**src/rtl/lidp_pkg.sv**
```systemverilog
// Shared types and constants for the line detect pulse indicator.
// Holds the pulse phase codes, opcodes, stream widths and the adder request type.
// No dependencies; imported by lidp_alu and line_detect_pulse_indicator_core.
package lidp_pkg;

   // Default number of sensors wired to the block
   localparam int SENSORS_DEF = 8;

   // Stream word widths
   localparam int REQ_DATA_W = 48;  // 8 + 4 + 32 bits, padded to whole bytes
   localparam int REQ_USER_W = 2;
   localparam int RSP_DATA_W = 16;  // 1 + 1 + 2 + 8 bits, padded to whole bytes
   localparam int CSR_IDX_W  = 3;
   localparam int CSR_DATA_W = 16;

   // Saturation limits
   localparam logic [7:0]  QUEUE_MAX = 8'hFF;
   localparam logic [15:0] RUN_MAX   = 16'hFFFF;

   // Register reset values
   localparam logic [3:0]  ENTER_MIN_RST  = 4'd2;
   localparam logic [3:0]  EXIT_MAX_RST   = 4'd0;
   localparam logic [15:0] ENTER_CONF_RST = 16'd3;
   localparam logic [15:0] EXIT_CONF_RST  = 16'd5;
   localparam logic [15:0] ON_TIME_RST    = 16'd100;
   localparam logic [15:0] GAP_TIME_RST   = 16'd100;

   // Register indexes on the control port
   localparam logic [CSR_IDX_W-1:0] REG_ENTER_MIN  = 3'd0;
   localparam logic [CSR_IDX_W-1:0] REG_EXIT_MAX   = 3'd1;
   localparam logic [CSR_IDX_W-1:0] REG_ENTER_CONF = 3'd2;
   localparam logic [CSR_IDX_W-1:0] REG_EXIT_CONF  = 3'd3;
   localparam logic [CSR_IDX_W-1:0] REG_ON_TIME    = 3'd4;
   localparam logic [CSR_IDX_W-1:0] REG_GAP_TIME   = 3'd5;

   // Item opcodes
   localparam logic [1:0] OP_FRAME = 2'd0;
   localparam logic [1:0] OP_EDGE  = 2'd1;
   localparam logic [1:0] OP_TICK  = 2'd2;

   // LED pulser phase
   typedef enum logic [1:0] {
      PH_IDLE = 2'd0,
      PH_ON   = 2'd1,
      PH_GAP  = 2'd2
   } phase_type;

   // Request to the shared 32-bit adder
   typedef struct packed {
      logic [31:0] op_a;
      logic [31:0] op_b;
      logic        sub;
   } alu_req_type;

endpackage

```
**src/rtl/lidp_alu.sv**
```systemverilog
// Shared 32-bit add/subtract unit for the pulse indicator sequencer.
// Serves deadline setup, the wrap-safe due test and deadline advance.
// Depends on lidp_pkg.
module lidp_alu (
   input  lidp_pkg::alu_req_type req,
   output logic [31:0]           sum
);
   import lidp_pkg::*;

   // Modulo 2^32 add or subtract
   assign sum = req.sub ? (req.op_a - req.op_b) : (req.op_a + req.op_b);

endmodule

```
**src/rtl/line_detect_pulse_indicator_core.sv**
```systemverilog
// Line presence indicator: hysteresis debounce of sensor frames and a queued LED pulser.
// A frame counts min(sensor_count, SENSORS, 8) bits, one a cycle, classifies and, if the
// state flips, starts or queues a pulse; an edge starts or queues one; a tick takes each
// due phase transition (at most 512) in turn on the single shared 32-bit adder.
// One word in flight at a time; the next is taken once the result is in the output register.
// Synchronous active-high reset: registers back to defaults, pulser idle, no queued pulses.
module line_detect_pulse_indicator_core #(
   parameter int SENSORS = lidp_pkg::SENSORS_DEF
) (
   input  logic                              clock,
   input  logic                              reset,
   // request stream
   input  logic                              req_tvalid,
   output logic                              req_tready,
   // [7:0] sensor_bits, [11:8] sensor_count, [43:12] now_ms, [47:44] zero
   input  logic [lidp_pkg::REQ_DATA_W-1:0]   req_tdata,
   // [1:0] opcode
   input  logic [lidp_pkg::REQ_USER_W-1:0]   req_tuser,
   // result stream
   output logic                              rsp_tvalid,
   input  logic                              rsp_tready,
   // [0] led_on, [1] line_present, [3:2] pulse_phase, [11:4] queued_pulses, [15:12] zero
   output logic [lidp_pkg::RSP_DATA_W-1:0]   rsp_tdata,
   // register write port
   input  logic                              csr_valid,
   output logic                              csr_ready,
   input  logic [lidp_pkg::CSR_IDX_W-1:0]    csr_index,
   input  logic [lidp_pkg::CSR_DATA_W-1:0]   csr_data
);
   import lidp_pkg::*;

   // Valid bits per frame are limited by the sensors and the 8 carried bits
   localparam int         LIM_MAX = (SENSORS < 8) ? SENSORS : 8;
   localparam logic [3:0] LIM_W   = 4'(LIM_MAX);

   typedef enum logic [2:0] {
      ST_IDLE,
      ST_COUNT,
      ST_CLASS,
      ST_START,
      ST_DUE,
      ST_STEP,
      ST_DONE
   } state_type;

   // Sequencer and item registers
   state_type   state_ff, state_in;
   logic [1:0]  op_ff, op_in;
   logic [7:0]  bits_ff, bits_in;
   logic [3:0]  lim_ff, lim_in;
   logic [31:0] now_ff, now_in;
   logic [3:0]  idx_ff, idx_in;
   logic [3:0]  active_ff, active_in;

   // Configuration registers
   logic [3:0]  enter_min_ff, enter_min_in;
   logic [3:0]  exit_max_ff, exit_max_in;
   logic [15:0] enter_conf_ff, enter_conf_in;
   logic [15:0] exit_conf_ff, exit_conf_in;
   logic [15:0] on_time_ff, on_time_in;
   logic [15:0] gap_time_ff, gap_time_in;

   // Debounce and pulser state
   phase_type   phase_ff, phase_in;
   logic [31:0] deadline_ff, deadline_in;
   logic [7:0]  pending_ff, pending_in;
   logic        stable_ff, stable_in;
   logic        cand_ff, cand_in;
   logic [15:0] run_ff, run_in;

   // Output register
   logic                  rsp_valid_ff, rsp_valid_in;
   logic [RSP_DATA_W-1:0] rsp_data_ff, rsp_data_in;

   // Classification helpers
   logic        present_hit;
   logic        absent_hit;
   logic [15:0] run_next;
   logic [15:0] need;
   logic [3:0]  count_req;

   alu_req_type alu_req;
   logic [31:0] alu_sum;

   lidp_alu u_alu (
      .req (alu_req),
      .sum (alu_sum)
   );

   assign req_tready = (state_ff == ST_IDLE);
   assign csr_ready  = 1'b1;
   assign rsp_tvalid = rsp_valid_ff;
   assign rsp_tdata  = rsp_data_ff;

   assign count_req   = req_tdata[11:8];
   assign present_hit = (active_ff >= enter_min_ff);
   assign absent_hit  = (active_ff <= exit_max_ff);
   assign need        = present_hit ? enter_conf_ff : exit_conf_ff;
   assign run_next    = (present_hit != cand_ff) ? 16'd1 :
                        ((run_ff < RUN_MAX) ? (run_ff + 16'd1) : run_ff);

   // Operand select for the shared adder
   always_comb begin
      alu_req = '{op_a: now_ff, op_b: {16'd0, on_time_ff}, sub: 1'b0};
      case (state_ff)
         ST_DUE: begin
            alu_req = '{op_a: now_ff, op_b: deadline_ff, sub: 1'b1};
         end
         ST_STEP: begin
            alu_req = '{op_a: deadline_ff,
                        op_b: {16'd0, (phase_ff == PH_ON) ? gap_time_ff : on_time_ff},
                        sub: 1'b0};
         end
         default: begin
         end
      endcase
   end

   // Sequencer next state
   always_comb begin
      state_in      = state_ff;
      op_in         = op_ff;
      bits_in       = bits_ff;
      lim_in        = lim_ff;
      now_in        = now_ff;
      idx_in        = idx_ff;
      active_in     = active_ff;
      enter_min_in  = enter_min_ff;
      exit_max_in   = exit_max_ff;
      enter_conf_in = enter_conf_ff;
      exit_conf_in  = exit_conf_ff;
      on_time_in    = on_time_ff;
      gap_time_in   = gap_time_ff;
      phase_in      = phase_ff;
      deadline_in   = deadline_ff;
      pending_in    = pending_ff;
      stable_in     = stable_ff;
      cand_in       = cand_ff;
      run_in        = run_ff;
      rsp_valid_in  = rsp_valid_ff && !rsp_tready;
      rsp_data_in   = rsp_data_ff;

      // register writes
      if (csr_valid) begin
         case (csr_index)
            REG_ENTER_MIN:  enter_min_in  = csr_data[3:0];
            REG_EXIT_MAX:   exit_max_in   = csr_data[3:0];
            REG_ENTER_CONF: enter_conf_in = csr_data;
            REG_EXIT_CONF:  exit_conf_in  = csr_data;
            REG_ON_TIME:    on_time_in    = csr_data;
            REG_GAP_TIME:   gap_time_in   = csr_data;
            default: begin
            end
         endcase
      end

      case (state_ff)
         ST_IDLE: begin
            if (req_tvalid) begin
               op_in     = req_tuser;
               bits_in   = req_tdata[7:0];
               lim_in    = (count_req > LIM_W) ? LIM_W : count_req;
               now_in    = req_tdata[43:12];
               idx_in    = 4'd0;
               active_in = 4'd0;
               case (req_tuser)
                  OP_FRAME: state_in = ST_COUNT;
                  OP_EDGE:  state_in = ST_START;
                  OP_TICK:  state_in = ST_DUE;
                  default:  state_in = ST_DONE;
               endcase
            end
         end
         // one sensor bit a cycle
         ST_COUNT: begin
            if (idx_ff < lim_ff) begin
               active_in = active_ff + {3'd0, bits_ff[idx_ff[2:0]]};
               idx_in    = idx_ff + 4'd1;
            end else begin
               state_in = ST_CLASS;
            end
         end
         // hysteresis and confirm count
         ST_CLASS: begin
            state_in = ST_DONE;
            if (!present_hit && !absent_hit) begin
               cand_in = stable_ff;
               run_in  = 16'd0;
            end else if (present_hit == stable_ff) begin
               cand_in = present_hit;
               run_in  = 16'd0;
            end else begin
               cand_in = present_hit;
               run_in  = run_next;
               if (run_next >= need) begin
                  stable_in = present_hit;
                  run_in    = 16'd0;
                  state_in  = ST_START;
               end
            end
         end
         // start a pulse, or queue the request unless the queue is full
         ST_START: begin
            state_in = ST_DONE;
            if (phase_ff == PH_IDLE) begin
               phase_in    = PH_ON;
               deadline_in = alu_sum;
            end else if (pending_ff < QUEUE_MAX) begin
               pending_in = pending_ff + 8'd1;
            end
         end
         // wrap-safe deadline test
         ST_DUE: begin
            if (phase_ff != PH_IDLE && !alu_sum[31]) begin
               state_in = ST_STEP;
            end else begin
               state_in = ST_DONE;
            end
         end
         // one phase transition
         ST_STEP: begin
            state_in = ST_DUE;
            if (phase_ff == PH_ON) begin
               if (pending_ff == 8'd0) begin
                  phase_in = PH_IDLE;
               end else begin
                  pending_in  = pending_ff - 8'd1;
                  phase_in    = PH_GAP;
                  deadline_in = alu_sum;
               end
            end else begin
               phase_in    = PH_ON;
               deadline_in = alu_sum;
            end
         end
         // hand the result over once the output register is free
         ST_DONE: begin
            if (!rsp_valid_ff || rsp_tready) begin
               rsp_valid_in = 1'b1;
               rsp_data_in  = {4'd0, pending_ff, phase_ff, stable_ff, phase_ff == PH_ON};
               state_in     = ST_IDLE;
            end
         end
         default: begin
            state_in = ST_IDLE;
         end
      endcase
   end

   always_ff @(posedge clock) begin
      if (reset) begin
         state_ff      <= ST_IDLE;
         enter_min_ff  <= ENTER_MIN_RST;
         exit_max_ff   <= EXIT_MAX_RST;
         enter_conf_ff <= ENTER_CONF_RST;
         exit_conf_ff  <= EXIT_CONF_RST;
         on_time_ff    <= ON_TIME_RST;
         gap_time_ff   <= GAP_TIME_RST;
         phase_ff      <= PH_IDLE;
         deadline_ff   <= 32'd0;
         pending_ff    <= 8'd0;
         stable_ff     <= 1'b0;
         cand_ff       <= 1'b0;
         run_ff        <= 16'd0;
         rsp_valid_ff  <= 1'b0;
      end else begin
         state_ff      <= state_in;
         enter_min_ff  <= enter_min_in;
         exit_max_ff   <= exit_max_in;
         enter_conf_ff <= enter_conf_in;
         exit_conf_ff  <= exit_conf_in;
         on_time_ff    <= on_time_in;
         gap_time_ff   <= gap_time_in;
         phase_ff      <= phase_in;
         deadline_ff   <= deadline_in;
         pending_ff    <= pending_in;
         stable_ff     <= stable_in;
         cand_ff       <= cand_in;
         run_ff        <= run_in;
         rsp_valid_ff  <= rsp_valid_in;
      end
      op_ff       <= op_in;
      bits_ff     <= bits_in;
      lim_ff      <= lim_in;
      now_ff      <= now_in;
      idx_ff      <= idx_in;
      active_ff   <= active_in;
      rsp_data_ff <= rsp_data_in;
   end

   // Queue can only be non-empty while a pulse is running
   a_idle_empty: assert property (@(posedge clock) disable iff (reset)
      (phase_ff == PH_IDLE) |-> (pending_ff == 8'd0))
      else $error("queued pulses with pulser idle");

   // Candidate run is only counted while it differs from the stable state
   a_run_clear: assert property (@(posedge clock) disable iff (reset)
      (cand_ff == stable_ff) |-> (run_ff == 16'd0))
      else $error("run count left over on stable candidate");

   // LED flag agrees with the reported phase
   a_led_phase: assert property (@(posedge clock) disable iff (reset)
      rsp_tvalid |-> (rsp_tdata[0] == (rsp_tdata[3:2] == PH_ON)))
      else $error("led flag disagrees with phase");

   // Only one word in flight
   a_one_word: assert property (@(posedge clock) disable iff (reset)
      (req_tvalid && req_tready) |=> !req_tready)
      else $error("second word taken while busy");

   // Unused opcode word must not touch the debounce or pulser state
   a_nop_hold: assert property (@(posedge clock) disable iff (reset)
      (state_ff == ST_DONE && op_ff != OP_FRAME && op_ff != OP_EDGE && op_ff != OP_TICK)
      |-> ($stable(phase_ff) && $stable(pending_ff) && $stable(stable_ff)))
      else $error("unused opcode changed state");

endmodule

```
**config.mk**
```make
export PLATFORM = sky130hd
export DESIGN_NAME = line_detect_pulse_indicator_core
export DESIGN_NICKNAME = d
export VERILOG_FILES = /design/src/rtl/lidp_pkg.sv /design/src/rtl/lidp_alu.sv /design/src/rtl/line_detect_pulse_indicator_core.sv
export SDC_FILE = /design/constraint.sdc
export NUM_CORES = 1
export LEC_CHECK = 0
export BUFFER_PORTS_ARGS = -buffer_cell sky130_fd_sc_hd__buf_2
export CAP_MARGIN = 10
export CORE_ASPECT_RATIO = 0.8
export CORE_MARGIN = 2
export CORE_UTILIZATION = 61
export CTS_CLUSTER_DIAMETER = 40
export DETAILED_ROUTE_END_ITERATION = 8
export GPL_TIMING_DRIVEN = 0
export PLACE_DENSITY = 0.84
export SLEW_MARGIN = 40
export SYNTH_ARGS = -nofsm -noshare
export SYNTH_HDL_FRONTEND = slang
export SYNTH_SLANG_ARGS = --single-unit
```
**constraint.sdc**
```tcl
create_clock -name clock -period 6.2 [get_ports clock]
set_input_delay 0.31 -clock clock [delete_from_list [all_inputs] [get_ports clock]]
set_output_delay 0.31 -clock clock [all_outputs]
set_load 0.02 [all_outputs]
```
==> results by group <==
Power and ir drop
  • Switching share of total power: a little over two fifths
  • Pwr/cell area: 427.3 nW/um2
  • Seq pwr share: 30.0%
  • Int Pwr: ~3.1 mW
  • Net Switching: 2.258 mW
  • Lkg Pwr: ~5 nW
  • Clock share of power: 20.5%
  • Comb pwr share: 49.5%
  • Worst vdd ir: between 0.2 and 0.25 mV

Layout
  • Ant. Diodes: 0
  • Share of layout cells above drive strength 1: 12.60%
  • Multi-input gate area: 6316 um2
  • Area Overhead vs Synth: 11.70%
  • Register area: approximately 4600 um2
  • NumNets Final: roughly 1.5k
  • # fillers: 1440

Yosys
  • Syn. warnings: 0
  • Part of the Yosys area used for sequential elements: about two fifths
  • Synth cell types: 73
  • Synth Flop Type: dfxtp_1
  • Yosys reg bits: 200
  • Synth async-reset ratio: 0%
  • Post-synthesis cell count: between 1k and 1.5k
  • Top cell type's share of synthesized area: between 20% and 30%
  • Count of flip-flops with a built-in enable after synthesis: 64
  • Post-synthesis cell area: about 11000 um2
  • Cell taking the most area after synthesis: dfxtp_1
  • Largest cells by area after synthesis: dfxtp_1, edfxtp_1, ha_1, nand2_1, a21oi_1
  • Mean post-synth cell area: a little under 9 um2

Critical path
  • Slowest CP cell: or4b_2
  • Crit path launch type: flip-flop
  • CP required: 6520 ps
  • Critical path type: flip-flop to flip-flop
  • Largest delay share family, worst path: compound AO/OA/AOI/OAI gates
  • Critical path arrival: 6030 ps
  • CP Cell Sequence: nand2b_4 -> nor2_1 -> clkbuf_1 -> a222oi_1 -> nand2_1 -> nor4_4 -> a21o_1 -> o21ai_0 -> xor2_1 -> ha_1 -> a21oi_1 -> a21boi_0 -> a311oi_2 -> a21boi_0 -> a41oi_1 -> o21ai_0 -> or4b_2 -> o311ai_0
  • Crit Path Max Fanout: 10
  • Critical path endpoint category: flip-flop
  • Worst path max stage delay: 620 ps
  • CP Buf/Inv Count: 1

Die
  • Top Ports: 93
  • Starting Density: 62.21%
  • Die width: 156.2 um
  • Die extent in y: around 130 um
  • Area of the core: ~18000 um2
  • Die ar.: between 15000 and 20000 um2
  • Rows: 44

Timing
  • Final period util: 92.00%
  • Max transition margin: 33.29%
  • Fmax: about 0.18 GHz
  • Setup violations, final: 0
  • Hold Fails Final Rpt: 0
  • Fin Setup TNS: 0 ps
  • Worst clock skew: 11.75 ps
  • Final Max Tran Viols: 0
  • RSZ-0062 raised after global routing: no
  • Slew at the pin closest to its max-slew limit: roughly 990 ps
  • Min Hold Slack: 30.32 ps
  • Crit path time final: approximately 5700 ps

Route
  • Total number of vias: 10.12k
  • Pre-Repair DR Iteration Count: 7
  • DR WL/cell: 18.39 um
  • ANT nets after route: 0
  • DRC: 0
  • Avg Vias per Cell: between 6 and 7
  • DRT iter0 DRCs: 1015
  • Final wirelength: 29.77 mm

Clock network
  • Clk_lat worst skew: 450 ps
  • CTS H-tree depth: 4
  • Worst-path clk slew: 80 ps
  • Setup bufs post-CTS: 0
  • Post-CTS Hold Buffers: 0
  • Clock Sinks: 200
  • CTS tree: done
  • Root buffer cell: clkbuf_16
  • TritonCTS buffer count: 17
  • Maximum clock insertion buffer count: 2

Global routing
  • Initial antenna violation count: 0
  • Grt met2 use: 45.29%
  • Grt met1 use: 44.58%
  • Grt ovf: 0
  • Global Route Usage Sum: between 30% and 40%
  • First-pass GRT wire length: 47.19 mm
  • Gr busiest metal: met2
  • Met3 usage: 6.091%
  • Vias in the first global route: 9278
  • Largest net degree at the start of global routing: 45

Job
  • Max-capacitance violation count: 0

Placed design
  • Gp weighted congestion: roughly 0.94
  • IO Port Bufs: 82
  • Detailed Place HPWL: 22.07 mm

Hold path
  • Min-Delay Path Class: primary input to flip-flop

Status
  • Status: complete, no violations
cell usage in the layout (no fill, tap or decap), types with 18 or more instances in the layout:
master	n
nand2_1	229
a21oi_1	141
dfxtp_1	136
nor2_1	95
buf_2	86
ha_1	71
edfxtp_1	64
clkbuf_1	47
o21ai_0	38
mux2i_1	37
xnor2_1	33
a21o_1	32
mux2_2	28
inv_1	28
nand3_1	25
xor2_1	24
nand3b_1	20
clkbuf_16	18
worst register-to-register path, delay by kind of cell, from the launching register on:
family,cells,cell delay [ps]
buffers and inverters,1,300
AND/OR/NAND/NOR,5,1600
flip-flops,1,530
XOR/XNOR,1,250
AO/OA/AOI/OAI,10,2560
adder cells (fa/ha/maj),1,350
final timing paths:
kind / start / to / slack [ps] / cells past startpoint
setup / recovery: phase_ff[1] / deadline_ff[23] / 500 / 18
hold / removal: req_tdata[12] / now_ff[0] / 30 / 1
setup reg to reg: phase_ff[1] / deadline_ff[23] / 500 / 18
hold reg to reg: exit_conf_ff[11] / exit_conf_ff[11] / 460 / 2
sequential cells by signal (all words and copies together), names as in the netlist:
register and count:
deadline_ff 32, now_ff 32, enter_conf_ff 16, exit_conf_ff 16, gap_time_ff 16, on_time_ff 16
run_ff 16, rsp_tdata 12, bits_ff 8, pending_ff 8, active_ff 4, enter_min_ff 4
exit_max_ff 4, idx_ff 4, lim_ff 4, state_ff 3, phase_ff 2, cand_ff 1
rsp_tvalid 1, stable_ff 1
kinds of logic after synthesis:
kind of cell               Yosys count  share of synthesized area [%]
AOI/OAI and AO/OA                  316                          17.47
xor gates and xnor gates            58                          4.561
adders and majority gates           73                          8.214
buffers and inverters               95                          3.498
DFF                                200                          41.09
muxes                               67                          6.465
other                                2                        0.06645
and+or+nand+nor                    462                          18.63
final cells by class:
class,instances,share of cell area [%]
multi-input combinational,981,50.03
timing repair buffer,82,3.251
clock inverter,12,0.9019
tap,230,2.279
clock buffer,19,3.598
inverter,31,0.9415
buffer,64,2.210
sequential,200,36.79
cells in the mapped netlist, drive strengths merged (3+ instances only):
library cell,instances
nor4,4
a31oi,8
o211ai,6
nor3,19
nor2,95
nand3b,20
buf,18
o21ai,40
a211o,3
inv,31
a41oi,3
a311oi,4
nor3b,3
o21bai,3
mux2,28
a21oi,141
a221oi,4
nand3,25
o22ai,9
a22o,10
nor2b,11
xnor2,34
and3,8
or3,7
a22oi,10
ha,71
dfxtp,136
and4,5
and2,5
nand2,229
mux2i,37
o21a,9
a222oi,4
a21o,32
nand2b,14
clkbuf,46
nand4,7
xor2,24
a211oi,14
or2,3
edfxtp,64
power groups by stage:
stage | registers, mW | logic, mW | clock network, mW
floorplan | 1.62 | 1.97 | 0
global placement | 1.64 | 2.48 | 0
detailed placement | 1.64 | 2.55 | 0
CTS | 1.62 | 2.59 | 1.11
global route | 1.63 | 2.92 | 1.16
finish | 1.62 | 2.67 | 1.11
per-stage QoR:
stage | instance area [um2] | worst slack [ps] | util, % | power [mW] | cells
after floorplan | 11310 | 1702 | - | 3.597 | 1276
after global placement | 12010 | 571.3 | 66.12 | 4.121 | 1588
after detailed placement | 12030 | 650.7 | 66.23 | 4.197 | 1588
after CTS | 12600 | 544.4 | 69.35 | 5.313 | 1619
after global routing | 12620 | 231.3 | 69.49 | 5.705 | 1619
final | 12620 | 495.7 | 69.49 | 5.395 | 1619
per-layer routing:
metal | wire length [um] | share of wire [%]
met1 | 13220 | 44
met2 | 12920 | 43
met3 | 2985 | 10
met4 | 649 | 2.2
met5 | 0 | 0
repair_timing:
item	4_1_cts	5_1_grt
endpoints found under the hold margin	0	0
setup endpoints to repair	0	1
resized for setup	0	2
(Power assumes the default switching activity.)
